File: config.mk
export PLATFORM = sky130hd
export DESIGN_NAME = vtp_div_step
export DESIGN_NICKNAME = d
export VERILOG_FILES = /design/src/design/vtp_pkg.sv /design/src/design/vtp_div_step.sv
export SDC_FILE = /design/constraint.sdc
export NUM_CORES = 1
export LEC_CHECK = 0
export BUFFER_PORTS_ARGS = -buffer_cell sky130_fd_sc_hd__buf_2
export CAP_MARGIN = 10
export CORE_AREA = 2 2 543 545
export CTS_CLUSTER_SIZE = 28
export DETAILED_ROUTE_END_ITERATION = 12
export DIE_AREA = 0 0 545 547
export PLACE_DENSITY = 0.3
export SLEW_MARGIN = 20
export SYNTH_ARGS = -nofsm -noshare
export SYNTH_HDL_FRONTEND = slang
export SYNTH_SLANG_ARGS = --single-unit
export TNS_END_PERCENT = 50
File: constraint.sdc
create_clock -name clk -period 5.06 [get_ports clk]
set_clock_uncertainty 0.15 [all_clocks]
set_input_delay 1.012 -clock clk [delete_from_list [all_inputs] [get_ports clk]]
set_output_delay 1.012 -clock clk [all_outputs]
set_load 0.01 [all_outputs]
File: src/design/vtp_pkg.sv
// Shared types, codes and helpers for the vertex transform pipeline.
// No dependencies; used by vtp_mac, vtp_div_step and the top level.
package vtp_pkg;

  // operation selector codes
  localparam logic [1:0] FUNC_COORD  = 2'd0;
  localparam logic [1:0] FUNC_NORMAL = 2'd1;
  localparam logic [1:0] FUNC_HOMOG  = 2'd2;

  // 1e-5 in raw Q32.32
  localparam logic signed [63:0] EPS_Q3232 = 64'sd42950;

  // quotient bits: 16 integer bits plus 17 fraction bits (one for rounding)
  localparam int DIV_STEPS = 33;

  localparam int NUM_REGS = 8;

  typedef logic [NUM_REGS-1:0][63:0] matrix_t;

  // column sums leaving the multiply-accumulate section
  typedef struct packed {
    logic [1:0]        func;
    logic [3:0][63:0]  acc;
    logic [3:0]        csat;
  } acc_beat_t;

  // one lane of the restoring divider
  typedef struct packed {
    logic [63:0] rem;
    logic [63:0] num;
    logic [32:0] quo;
    logic        neg;
    logic        ovf;
  } div_lane_t;

  // everything that travels down the divider chain
  typedef struct packed {
    div_lane_t [2:0]   lane;
    logic [63:0]       den;
    logic [1:0]        func;
    logic              degen;
    logic              sat;
    logic [3:0][31:0]  res;
  } div_beat_t;

  // signed Q16.16 matrix entry of row r, column c
  function automatic logic signed [31:0] entry(input matrix_t m, input int r, input int c);
    logic [63:0] word;
    word = m[r*2 + c/2];
    return (c % 2 == 1) ? $signed(word[63:32]) : $signed(word[31:0]);
  endfunction

endpackage

File: src/design/vtp_div_step.sv
// One registered step of the restoring divider, all three lanes at once.
// Depends on vtp_pkg.
module vtp_div_step (
  input  logic                clk,
  input  logic                rst,
  input  logic                en,
  input  logic                in_valid,
  input  vtp_pkg::div_beat_t  in_beat,
  output logic                out_valid,
  output vtp_pkg::div_beat_t  out_beat
);

  vtp_pkg::div_beat_t beat_next;
  logic [64:0] shifted;
  logic [64:0] trial;

  // shift in the next numerator bit, subtract when it fits
  always_comb begin
    beat_next = in_beat;
    shifted   = '0;
    trial     = '0;
    for (int l = 0; l < 3; l++) begin
      shifted = {in_beat.lane[l].rem, in_beat.lane[l].num[15]};
      trial   = shifted - {1'b0, in_beat.den};
      if (!trial[64]) begin
        beat_next.lane[l].rem = trial[63:0];
        beat_next.lane[l].quo = {in_beat.lane[l].quo[31:0], 1'b1};
      end else begin
        beat_next.lane[l].rem = shifted[63:0];
        beat_next.lane[l].quo = {in_beat.lane[l].quo[31:0], 1'b0};
      end
      beat_next.lane[l].num = {in_beat.lane[l].num[62:0], 1'b0};
    end
  end

  always_ff @(posedge clk) begin
    if (rst) begin
      out_valid <= 1'b0;
    end else if (en) begin
      out_valid <= in_valid;
    end
  end

  always_ff @(posedge clk) begin
    if (en) begin
      out_beat <= beat_next;
    end
  end

endmodule

==> flow_metrics.env, run 1 <==
export IMPL_drt_iter0_drc=2110
export IMPL_cp_start_kind="input pin"
export IMPL_crit_slowest_cell="o31ai_2"
export IMPL_cts_setup_buffers=0
export IMPL_grt_pass1_vias=32470
export IMPL_hp_class="input pin to flop"
export IMPL_vias_per_cell=3.686
export IMPL_ant_nets=0
export IMPL_cts_buffer_depth=4
export IMPL_synthCells=2756
export IMPL_power_leakage_nw=21.99
export IMPL_yosysWarnings=0
export IMPL_final_area_mm2=0.05298
export IMPL_ys_top_cells_by_area="edfxtp_1 59%, ha_1 7.0%, a21oi_1 3.5%"
export IMPL_routed_wl_mm=271.0
export IMPL_cp_common_cell="buf_4"
export IMPL_rr_startpoint="out_valid"
export IMPL_vias=31846
export IMPL_cp_top_family="compound AO/OA/AOI/OAI gates"
export IMPL_routabilityCongestion=0.9025
export IMPL_hold_viol_final=0
export IMPL_path_buf_inv=6
export IMPL_p_total_mw=19.54
export IMPL_coreArea_mm2=0.2926
export IMPL_critPathLaunch="in_beat[133]"
export IMPL_path_depth=17
export IMPL_numCtsBuffers=103
export IMPL_async_reset_ff_share_pct=0
export IMPL_reg2reg_to="out_valid"
export IMPL_ctsHoldBuffers=0
export IMPL_rsz0062_at_grt="false"
export IMPL_firstDrtPassIters=5
export IMPL_drc=0
export IMPL_slew_violations=0
export IMPL_dieWidth_um=545
export IMPL_ios=1375
export IMPL_grt_pass1_wl_mm=339.3
export IMPL_cp_end_kind="flop"
export IMPL_synth_sequential_area_ratio_pct=59.44
export IMPL_cts_tree="built"
export IMPL_area_growth_pct=53.63
export IMPL_fin_crit_ns=4.625
export IMPL_outcome="finished, final reports clean"
export IMPL_num_rows=199
export IMPL_worst_pin_slew_ns=0.8837
export IMPL_port_buffers=1365
export IMPL_track_usage_pct=17.43
export IMPL_clkLatencyLatePin_ns=0.76
export IMPL_dp_cells=8379
export IMPL_rrSetupSlack_ns=4.33
export IMPL_grt_overflow=0
export IMPL_crit_type="input pin to flop"
export IMPL_dieArea_mm2=0.2981
export IMPL_cts_htree_levels=3
export IMPL_fmax_mhz=216.2
export IMPL_synth_area_mm2=0.03449
export IMPL_setup_viol=0
export IMPL_final_nets=5449
export IMPL_cap_violations=0
export IMPL_max_vdd_ir_drop_v=0.0002815
export IMPL_yosysTopAreaCell="edfxtp_1"
export IMPL_grt_max_degree=92
export IMPL_crit_arrival_ns=5.02
export IMPL_slew_headroom_pct=39.56
export IMPL_fin_cells=8640
export IMPL_synth_seq_cells=683
export IMPL_drive_above_1_share_pct=44.31
export IMPL_worstPathMaxFanout=3
export IMPL_antenna_found_initial=262
export IMPL_synth_edf_count=682
export IMPL_cts_sinks=683
export IMPL_routedWlPerCell_um=31.36
export IMPL_fin_util_pct=18.11
export IMPL_worst_r2r_path_depth=2
export IMPL_path_cells="buf_2, buf_4, inv_1, buf_4, ha_1, nor2b_1, o31a_1, o31ai_2, a21oi_1, buf_4, o311ai_1, buf_4, a2111oi_0, or3_1, a31oi_1, xnor2_1, mux2_2"
export IMPL_power_density_mw_per_mm2=368.9
export IMPL_post_cts_resized=0
export IMPL_worstSetupEndpoint="out_beat[684]"
export IMPL_finalCritPeriodShare_pct=91.41
export IMPL_synthFlopType="edfxtp_1"
export IMPL_dpl_hpwl_mm=235.2
export IMPL_postSynthAreaPerCell_um2=12.51
export IMPL_root_buffer="clkbuf_16"
export IMPL_placed_area_mm2=0.04943
export IMPL_initial_core_util_pct=11.79
export IMPL_cp_required_ns=5.46
export IMPL_slowest_delay_ns=0.65
export IMPL_netlist_area_leader_share_pct=59.38
export IMPL_die_h_um=547
export IMPL_clk_pin_slew_ns=0.06
export IMPL_synth_cell_types=87
## how the worst min path moves through the flow
stage / start / endpoint / slack [ns] / cells past startpoint
global placement: out_valid / out_valid / 0.33 / 2
CTS: in_beat[118] / out_beat[118] / 0.07 / 1
global route: in_beat[447] / out_beat[448] / 0.11 / 1
floorplan: out_valid / out_valid / 0.38 / 2
finish: in_beat[76] / out_beat[76] / 0.17 / 1
detailed placement: out_valid / out_valid / 0.34 / 2
## power by group
| group | switching (mW) | internal [mW] | total, mW |
|---|---|---|---|
| Sequential | 0.220 | 6.96 | 7.18 |
| Combinational | 3.01 | 1.86 | 4.87 |
| Clock | 3.09 | 4.41 | 7.50 |
## Yosys cell counts (51+ instances only)
| master | count |
|---|---|
| a21o_1 | 67 |
| a21oi_1 | 242 |
| edfxtp_1 | 682 |
| ha_1 | 192 |
| inv_1 | 126 |
| mux2_1 | 62 |
| mux2_2 | 76 |
| nand2_1 | 246 |
| nand4_1 | 65 |
| nor2_1 | 137 |
| o21ai_0 | 134 |
| o21ai_1 | 51 |
| xnor2_1 | 99 |
| xor2_1 | 81 |
## per-layer routing
| metal | track usage [%] | share of wire [%] |
|---|---|---|
| met1 | 17.96 | 36 |
| met2 | 31.65 | 51 |
| met3 | 7.200 | 9.7 |
| met4 | 5.516 | 3.4 |
| met5 | 0.1283 | 0.39 |
## layout by cell type (no fill, tap or decap), types with 28 or more instances in the layout
cell type,count
a21oi_1,242
o21ai_1,51
mux2_1,62
xor2_1,80
buf_4,403
buf_2,1364
nand4_1,65
edfxtp_1,682
clkbuf_16,104
o21ai_0,134
buf_12,32
mux2_2,76
inv_1,126
xnor2_1,99
nor2_1,137
ha_1,192
nor3_1,32
nand2_1,246
o21bai_1,37
a21o_1,67
o21a_1,28
diode_2,76
## logic make-up after synthesis
group / after synthesis / synth area share, %
XOR/XNOR: 181 / 4.618
AO/OA/AOI/OAI: 726 / 13.10
flip-flops: 683 / 59.44
buffers and inverters: 225 / 2.899
multiplexers: 144 / 4.680
other: 1 / 0.01087
AND/OR/NAND/NOR: 601 / 8.108
adder cells (fa/ha/maj): 195 / 7.140
## flip-flops by register name, summed over array words and instances, names as in the netlist
signal     count
out_beat     682
out_valid      1
## final cells by class
type | count | area, um^2
Inverter | 127 | 476.7
Antenna cell | 76 | 190.2
Clock buffer | 116 | 2648
Multi-Input combinational cell | 1850 | 13050
Tap cell | 3919 | 4903
Fill cell | 32593 | 239600
Clock inverter | 69 | 710.7
Timing Repair Buffer | 1800 | 10510
Sequential cell | 683 | 20500
## stage by stage
step / setup TNS, ns / setup WS (ns) / hold slack, ns
after floorplan: 0 / 0.8611 / 0.3779
after global placement: -49.63 / -0.8261 / 0.3285
after detailed placement: -43.46 / -0.4596 / 0.3448
after CTS: 0 / 0.4108 / 0.07291
after global routing: 0 / 0.2717 / 0.1111
final: 0 / 0.4346 / 0.1695
## worst register-to-register path, stage by stage, from the launching register on
cell and delay (ns):
dfxtp_1 0.31, mux2i_1 0.12, nor2_1 0.05
No activity file was read; power rests on OpenSTA's default activity.
==> run 2, diff against run 1 <==
--- a/config.mk
+++ b/config.mk
@@ -5,12 +5,13 @@
 export SDC_FILE = /design/constraint.sdc
 export NUM_CORES = 1
 export LEC_CHECK = 0
+export ABC_AREA = 1
 export BUFFER_PORTS_ARGS = -buffer_cell sky130_fd_sc_hd__buf_2
 export CAP_MARGIN = 10
-export CORE_AREA = 2 2 543 545
+export CORE_AREA = 2 2 529 531
 export CTS_CLUSTER_SIZE = 28
 export DETAILED_ROUTE_END_ITERATION = 12
-export DIE_AREA = 0 0 545 547
+export DIE_AREA = 0 0 531 533
 export PLACE_DENSITY = 0.3
 export SLEW_MARGIN = 20
 export SYNTH_ARGS = -nofsm -noshare
==> flow_metrics.env, run 2 <==
export IMPL_drc=0
export IMPL_drt_iter0_drc=2911
export IMPL_grt_max_degree=103
export IMPL_cts_sinks=683
export IMPL_post_cts_resized=0
export IMPL_cts_htree_levels=3
export IMPL_power_leakage_nw=29.27
export IMPL_clk_pin_slew_ns=0.06
export IMPL_port_buffers=1365
export IMPL_power_frac_clock_pct=35.7
export IMPL_routedWlPerCell_um=31.52
export IMPL_grt_pass1_wl_mm=427.3
export IMPL_cap_violations=0
export IMPL_ctsHoldBuffers=0
export IMPL_ios=1375
export IMPL_num_rows=194
export IMPL_reg_top3="out_beat (682), out_valid (1)"
export IMPL_worstPathMaxFanout=29
export IMPL_worstHoldStart="in_beat[249]"
export IMPL_synth_most_common_cell="nand2_1"
export IMPL_swShare_pct=35.95
export IMPL_synth_seq_cells=683
export IMPL_reg2reg_to="out_valid"
export IMPL_grt_overflow=0
export IMPL_synth_cell_types=31
export IMPL_synthFlopType="edfxtp_1"
export IMPL_mostFrequentLayoutCells="2,433 x nand2_1, 1,364 x buf_2, 1,043 x inv_1"
export IMPL_coreArea_mm2=0.2779
export IMPL_largest_reg_flops=682
export IMPL_final_common_cell="nand2_1"
export IMPL_outcome="finished, final reports clean"
export IMPL_synth_sequential_area_ratio_pct=49.37
export IMPL_dieArea_mm2=0.2830
export IMPL_power_switching_mw=6.886
export IMPL_antenna_found_initial=234
export IMPL_cp_end_kind="flop"
export IMPL_synthTopCellsByCount="2,433 x nand2_1, 1,043 x inv_1, 682 x edfxtp_1"
export IMPL_synth_area_mm2=0.04152
export IMPL_fin_util_pct=20.46
export IMPL_track_usage_pct=23.24
export IMPL_seqPwrFrac_pct=37.5
export IMPL_ant_nets=0
export IMPL_combPwrFrac_pct=26.8
export IMPL_setup_viol=0
export IMPL_crit_arrival_ns=4.07
export IMPL_slew_violations=0
export IMPL_clkLatencyLatePin_ns=0.78
export IMPL_cp_start_kind="input pin"
export IMPL_hold_depth=1
export IMPL_routed_wl_mm=340.6
export IMPL_die_h_um=533
export IMPL_synthCells=5384
export IMPL_rr_startpoint="out_valid"
export IMPL_regMostFlops="out_beat"
export IMPL_final_nets=7801
export IMPL_initial_core_util_pct=14.94
export IMPL_rrSetupSlack_ns=4.31
export IMPL_async_reset_ff_share_pct=0
export IMPL_cts_setup_buffers=0
export IMPL_final_area_mm2=0.05685
export IMPL_yosysTopAreaCell="edfxtp_1"
export IMPL_slew_headroom_pct=40.30
export IMPL_yosysWarnings=0
export IMPL_cp_required_ns=5.43
export IMPL_vias_per_cell=3.928
export IMPL_worst_pin_slew_ns=0.8944
export IMPL_crit_type="input pin to flop"
export IMPL_p_total_mw=19.15
export IMPL_ys_top_cells_by_area="edfxtp_1 49%, nand2_1 22%, inv_1 9.4%"
export IMPL_hold_viol_final=0
export IMPL_power_density_mw_per_mm2=336.9
export IMPL_firstDrtPassIters=7
export IMPL_netlist_area_leader_share_pct=49.32
export IMPL_drive_above_1_share_pct=23.81
export IMPL_postSynthAreaPerCell_um2=7.712
export IMPL_cts_buffer_depth=4
export IMPL_worst_r2r_path_depth=2
export IMPL_hp_class="input pin to flop"
export IMPL_routabilityCongestion=0.9048
export IMPL_root_buffer="clkbuf_16"
export IMPL_placed_area_mm2=0.05364
export IMPL_vias=42437
export IMPL_fin_crit_ns=3.704
export IMPL_numCtsBuffers=99
export IMPL_finalCritPeriodShare_pct=73.20
export IMPL_cts_tree="built"
export IMPL_area_growth_pct=36.91
export IMPL_max_vdd_ir_drop_v=0.0002395
export IMPL_synth_edf_count=682
export IMPL_rsz0062_at_grt="false"
export IMPL_internal_power_mw=12.27
export IMPL_fmax_mhz=270.0
export IMPL_dieWidth_um=531
export IMPL_dpl_hpwl_mm=298.6
export IMPL_grt_pass1_vias=41538
export IMPL_tns_ns=0
export IMPL_min_to="out_beat[250]"
==> run 2: cell types whose count changed after synthesis, moves of 26 or more <==
cell | before | now
a21o_1 | 67 | 0
a21oi_1 | 242 | 157
clkbuf_1 | 49 | 0
inv_1 | 126 | 1043
mux2_1 | 62 | 0
mux2_2 | 76 | 0
nand2_1 | 246 | 2433
nand2_2 | 0 | 26
nand3_1 | 25 | 208
nor2_1 | 137 | 316
o21a_1 | 28 | 0
o21ai_0 | 134 | 11
o21ai_1 | 51 | 0
xnor2_1 | 99 | 3
==> run 2: cells by family after synthesis <==
logic type | count (synthesis) | synth area share, %
AND/OR/NAND/NOR | 3121 | 29.82
AO/OA/AOI/OAI | 192 | 2.459
flip-flops | 683 | 49.37
XOR/XNOR | 93 | 1.962
buffers and inverters | 1098 | 10.43
multiplexers | 1 | 0.02411
other | 1 | 0.009031
adder cells (fa/ha/maj) | 195 | 5.930
==> run 2: worst max-delay path by stage <==
| stage | start | end | slack (ns) | depth (start not counted) |
|---|---|---|---|---|
| 2_1_floorplan | in_beat[572] | out_beat[640] | 1.87 | 19 |
| 3_3_place_gp | in_beat[154] | out_beat[626] | 0.58 | 15 |
| 3_5_place_dp | in_beat[154] | out_beat[626] | 0.59 | 15 |
| 4_1_cts | in_beat[154] | out_beat[678] | 1.44 | 15 |
| 5_1_grt | in_beat[191] | out_beat[679] | 1.24 | 14 |
| 6_report | in_beat[191] | out_beat[678] | 1.36 | 14 |
==> run 2: area by class of cell <==
class	instances	area, um^2
antenna	98	245.2
clock buffer	119	2552
clock inverter	48	410.4
fill	31710	221100
inverter	1056	3964
multi-input combinational	3605	16710
sequential	683	20500
tap	3724	4659
timing repair buffer	1472	7807
==> run 2: per-stage QoR <==
| step | setup WS (ns) | instances | hold slack (ns) |
|---|---|---|---|
| 2_1_floorplan | 1.872 | 5386 | 0.3779 |
| 3_3_place_gp | 0.5755 | 10540 | 0.3622 |
| 3_5_place_dp | 0.5891 | 10540 | 0.3406 |
| 4_1_cts | 1.440 | 10707 | 0.1363 |
| 5_1_grt | 1.236 | 10736 | 0.1557 |
| 6_report | 1.356 | 10805 | 0.2054 |
==> run 2: layer usage <==
metal / wire length [um] / track usage, %
met1: 134500 / 26.65
met2: 166700 / 40.93
met3: 26370 / 7.155
met4: 12490 / 7.118
met5: 577 / 0
==> run 2: power by group through the flow <==
stage / clock (mW) / sequential, mW / combinational, mW
after global routing: 7.28 / 7.23 / 5.55
after floorplan: 0 / 7.48 / 1.97
final: 6.83 / 7.18 / 5.14
after CTS: 7.11 / 7.19 / 5.27
after detailed placement: 0 / 7.29 / 5.25
after global placement: 0 / 7.30 / 5.28
==> run 2: worst max-delay path: stages <==
cell,delay [ns]
buf_2,0.10
inv_1,0.43
ha_1,0.43
a21oi_1,0.29
a21oi_1,0.11
nor2_1,0.39
nand2_1,0.11
a21oi_1,0.29
nand2_2,0.09
nand2_1,0.10
nand2_4,0.26
buf_4,0.29
nand2_1,0.06
nand2_1,0.07
==> run 3, diff against run 2 <==
--- a/config.mk
+++ b/config.mk
@@ -8,10 +8,10 @@
 export ABC_AREA = 1
 export BUFFER_PORTS_ARGS = -buffer_cell sky130_fd_sc_hd__buf_2
 export CAP_MARGIN = 10
-export CORE_AREA = 2 2 529 531
+export CORE_AREA = 2 2 540 542
 export CTS_CLUSTER_SIZE = 28
 export DETAILED_ROUTE_END_ITERATION = 12
-export DIE_AREA = 0 0 531 533
+export DIE_AREA = 0 0 542 544
 export PLACE_DENSITY = 0.3
 export SLEW_MARGIN = 20
 export SYNTH_ARGS = -nofsm -noshare
==> constraint.sdc (replaced) <==
create_clock -name clk -period 3.1 [get_ports clk]
set_clock_uncertainty 0.15 [all_clocks]
set_input_delay 0.62 -clock clk [delete_from_list [all_inputs] [get_ports clk]]
set_output_delay 0.62 -clock clk [all_outputs]
set_load 0.01 [all_outputs]
==> flow_metrics.env, run 3 (synthesis gave the netlist of run 2 again) <==
export IMPL_die_h_um=544
export IMPL_grt_max_degree=87
export IMPL_reg_top3="out_beat (682), out_valid (1)"
export IMPL_drive_above_1_share_pct=31.69
export IMPL_placed_area_mm2=0.06198
export IMPL_track_usage_pct=23.13
export IMPL_hp_class="input pin to flop"
export IMPL_ios=1375
export IMPL_cap_violations=0
export IMPL_routedWlPerCell_um=28.47
export IMPL_antenna_found_initial=146
export IMPL_slew_violations=0
export IMPL_max_vdd_ir_drop_v=0.0004157
export IMPL_setup_viol=0
export IMPL_drt_iter0_drc=2826
export IMPL_power_leakage_nw=36.93
export IMPL_seqPwrFrac_pct=34.5
export IMPL_dieArea_mm2=0.2948
export IMPL_coreArea_mm2=0.2894
export IMPL_fmax_mhz=331.0
export IMPL_dpl_hpwl_mm=308.8
export IMPL_clk_pin_slew_ns=0.06
export IMPL_final_common_cell="nand2_1"
export IMPL_ant_nets=0
export IMPL_final_nets=9369
export IMPL_num_rows=198
export IMPL_outcome="finished, final reports clean"
export IMPL_internal_power_mw=22.22
export IMPL_grt_overflow=0
export IMPL_power_switching_mw=12.17
export IMPL_cts_tree="built"
export IMPL_root_buffer="clkbuf_16"
export IMPL_worstPathMaxFanout=4
export IMPL_power_frac_clock_pct=33.9
export IMPL_cp_end_kind="flop"
export IMPL_place_ws_ns=-0.6007
export IMPL_initial_core_util_pct=14.35
export IMPL_combPwrFrac_pct=31.7
export IMPL_regMostFlops="out_beat"
export IMPL_final_area_mm2=0.07153
export IMPL_vias_per_cell=3.840
export IMPL_dieWidth_um=542
export IMPL_port_buffers=1365
export IMPL_clkLatencyLatePin_ns=0.78
export IMPL_vias=47683
export IMPL_fin_ws_ns=0.07919
export IMPL_cts_sinks=683
export IMPL_grt_pass1_vias=47681
export IMPL_numCtsBuffers=101
export IMPL_routabilityCongestion=0.9251
export IMPL_tns_ns=0
export IMPL_drc=0
export IMPL_routed_wl_mm=353.5
export IMPL_power_density_mw_per_mm2=480.6
export IMPL_hold_viol_final=0
export IMPL_cts_buffer_depth=4
export IMPL_slew_headroom_pct=53.17
export IMPL_worst_pin_slew_ns=0.7025
export IMPL_fin_hold_ws_ns=0.06055
export IMPL_cp_start_kind="input pin"
export IMPL_firstDrtPassIters=5
export IMPL_grt_pass1_wl_mm=451.5
export IMPL_finalCritPeriodShare_pct=97.45
export IMPL_rrSetupSlack_ns=1.76
export IMPL_crit_type="input pin to flop"
export IMPL_fin_crit_ns=3.021
export IMPL_mostFrequentLayoutCells="2,418 x nand2_1, 1,364 x buf_2, 1,043 x inv_1"
export IMPL_swShare_pct=35.38
export IMPL_area_growth_pct=72.28
export IMPL_cp_required_ns=3.52
export IMPL_crit_arrival_ns=3.44
export IMPL_largest_reg_flops=682
export IMPL_cts_htree_levels=3
==> run 3: cell types whose count changed in the layout (fill, tap and decap cells not counted), moves of 10 or more <==
cell,previous run,this run
buf_4,94,987
dlygate4sd3_1,0,590
buf_12,13,91
diode_2,98,57
nor2_1,316,294
nor2_2,18,36
nand2_1,2433,2418
nand2_2,24,39
ha_1,192,182
==> run 3: what timing repair did <==
action / CTS / global route
endpoints found under the hold margin: 594 / 0
endpoints found under the setup margin: 0 / 166
hold buffers: 593 / 0
setup buffers: 0 / 1
gates resized for setup: 0 / 71
==> run 3: layer usage <==
layer / global-route usage, % / part of all wire (%)
met1: 27.53 / 41
met2: 41.60 / 50
met3: 4.790 / 5.6
met4: 6.567 / 3.3
met5: 0 / 0.060
==> run 3: stage by stage <==
step                      utilization [%]  cells  power (mW)
after global routing                24.69  12383       36.01
after CTS                           24.56  12357       35.07
after floorplan                         -   5386       15.43
final                               24.72  12416       34.38
after detailed placement            21.42  11587       22.30
after global placement              21.42  11587       22.39
==> run 3: layout make-up <==
type,instances,area (um^2)
inverters,1056,3964
multi-input cells,3605,16960
repair buffers,3038,22060
clock inverters,53,504.2
diodes,57,142.6
clock buffers,124,2654
fillers,32394,217800
flip-flops and latches,683,20500
well taps,3800,4755
==> run 3: power by group through the flow <==
stage          sequential [mW]  combinational [mW]  clock, mW
2_1_floorplan             12.2                3.21          0
3_5_place_dp              12.0                10.3          0
3_3_place_gp              12.1                10.3          0
4_1_cts                   11.9                11.1       12.1
5_1_grt                   11.9                11.8       12.3
6_report                  11.8                10.9       11.6
==> run 3: path summary, 6_finish.rpt <==
kind / startpoint / end / cells past startpoint
max: in_beat[470] / out_beat[493] / 15
min: in_beat[636] / out_beat[637] / 3
max reg2reg: out_valid / out_valid / 3
min reg2reg: out_valid / out_valid / 3
==> run 3: critical path, stage by stage <==
cell	delay, ns
dlygate4sd3_1	0.54
buf_2	0.15
ha_1	0.34
nand2_1	0.12
inv_1	0.07
nand2_1	0.06
nand2_1	0.13
a21oi_1	0.43
nand3_2	0.30
nand3_1	0.17
nand2_1	0.07
nand2_1	0.05
nand2_1	0.18
nand2_1	0.13
nand2_1	0.05
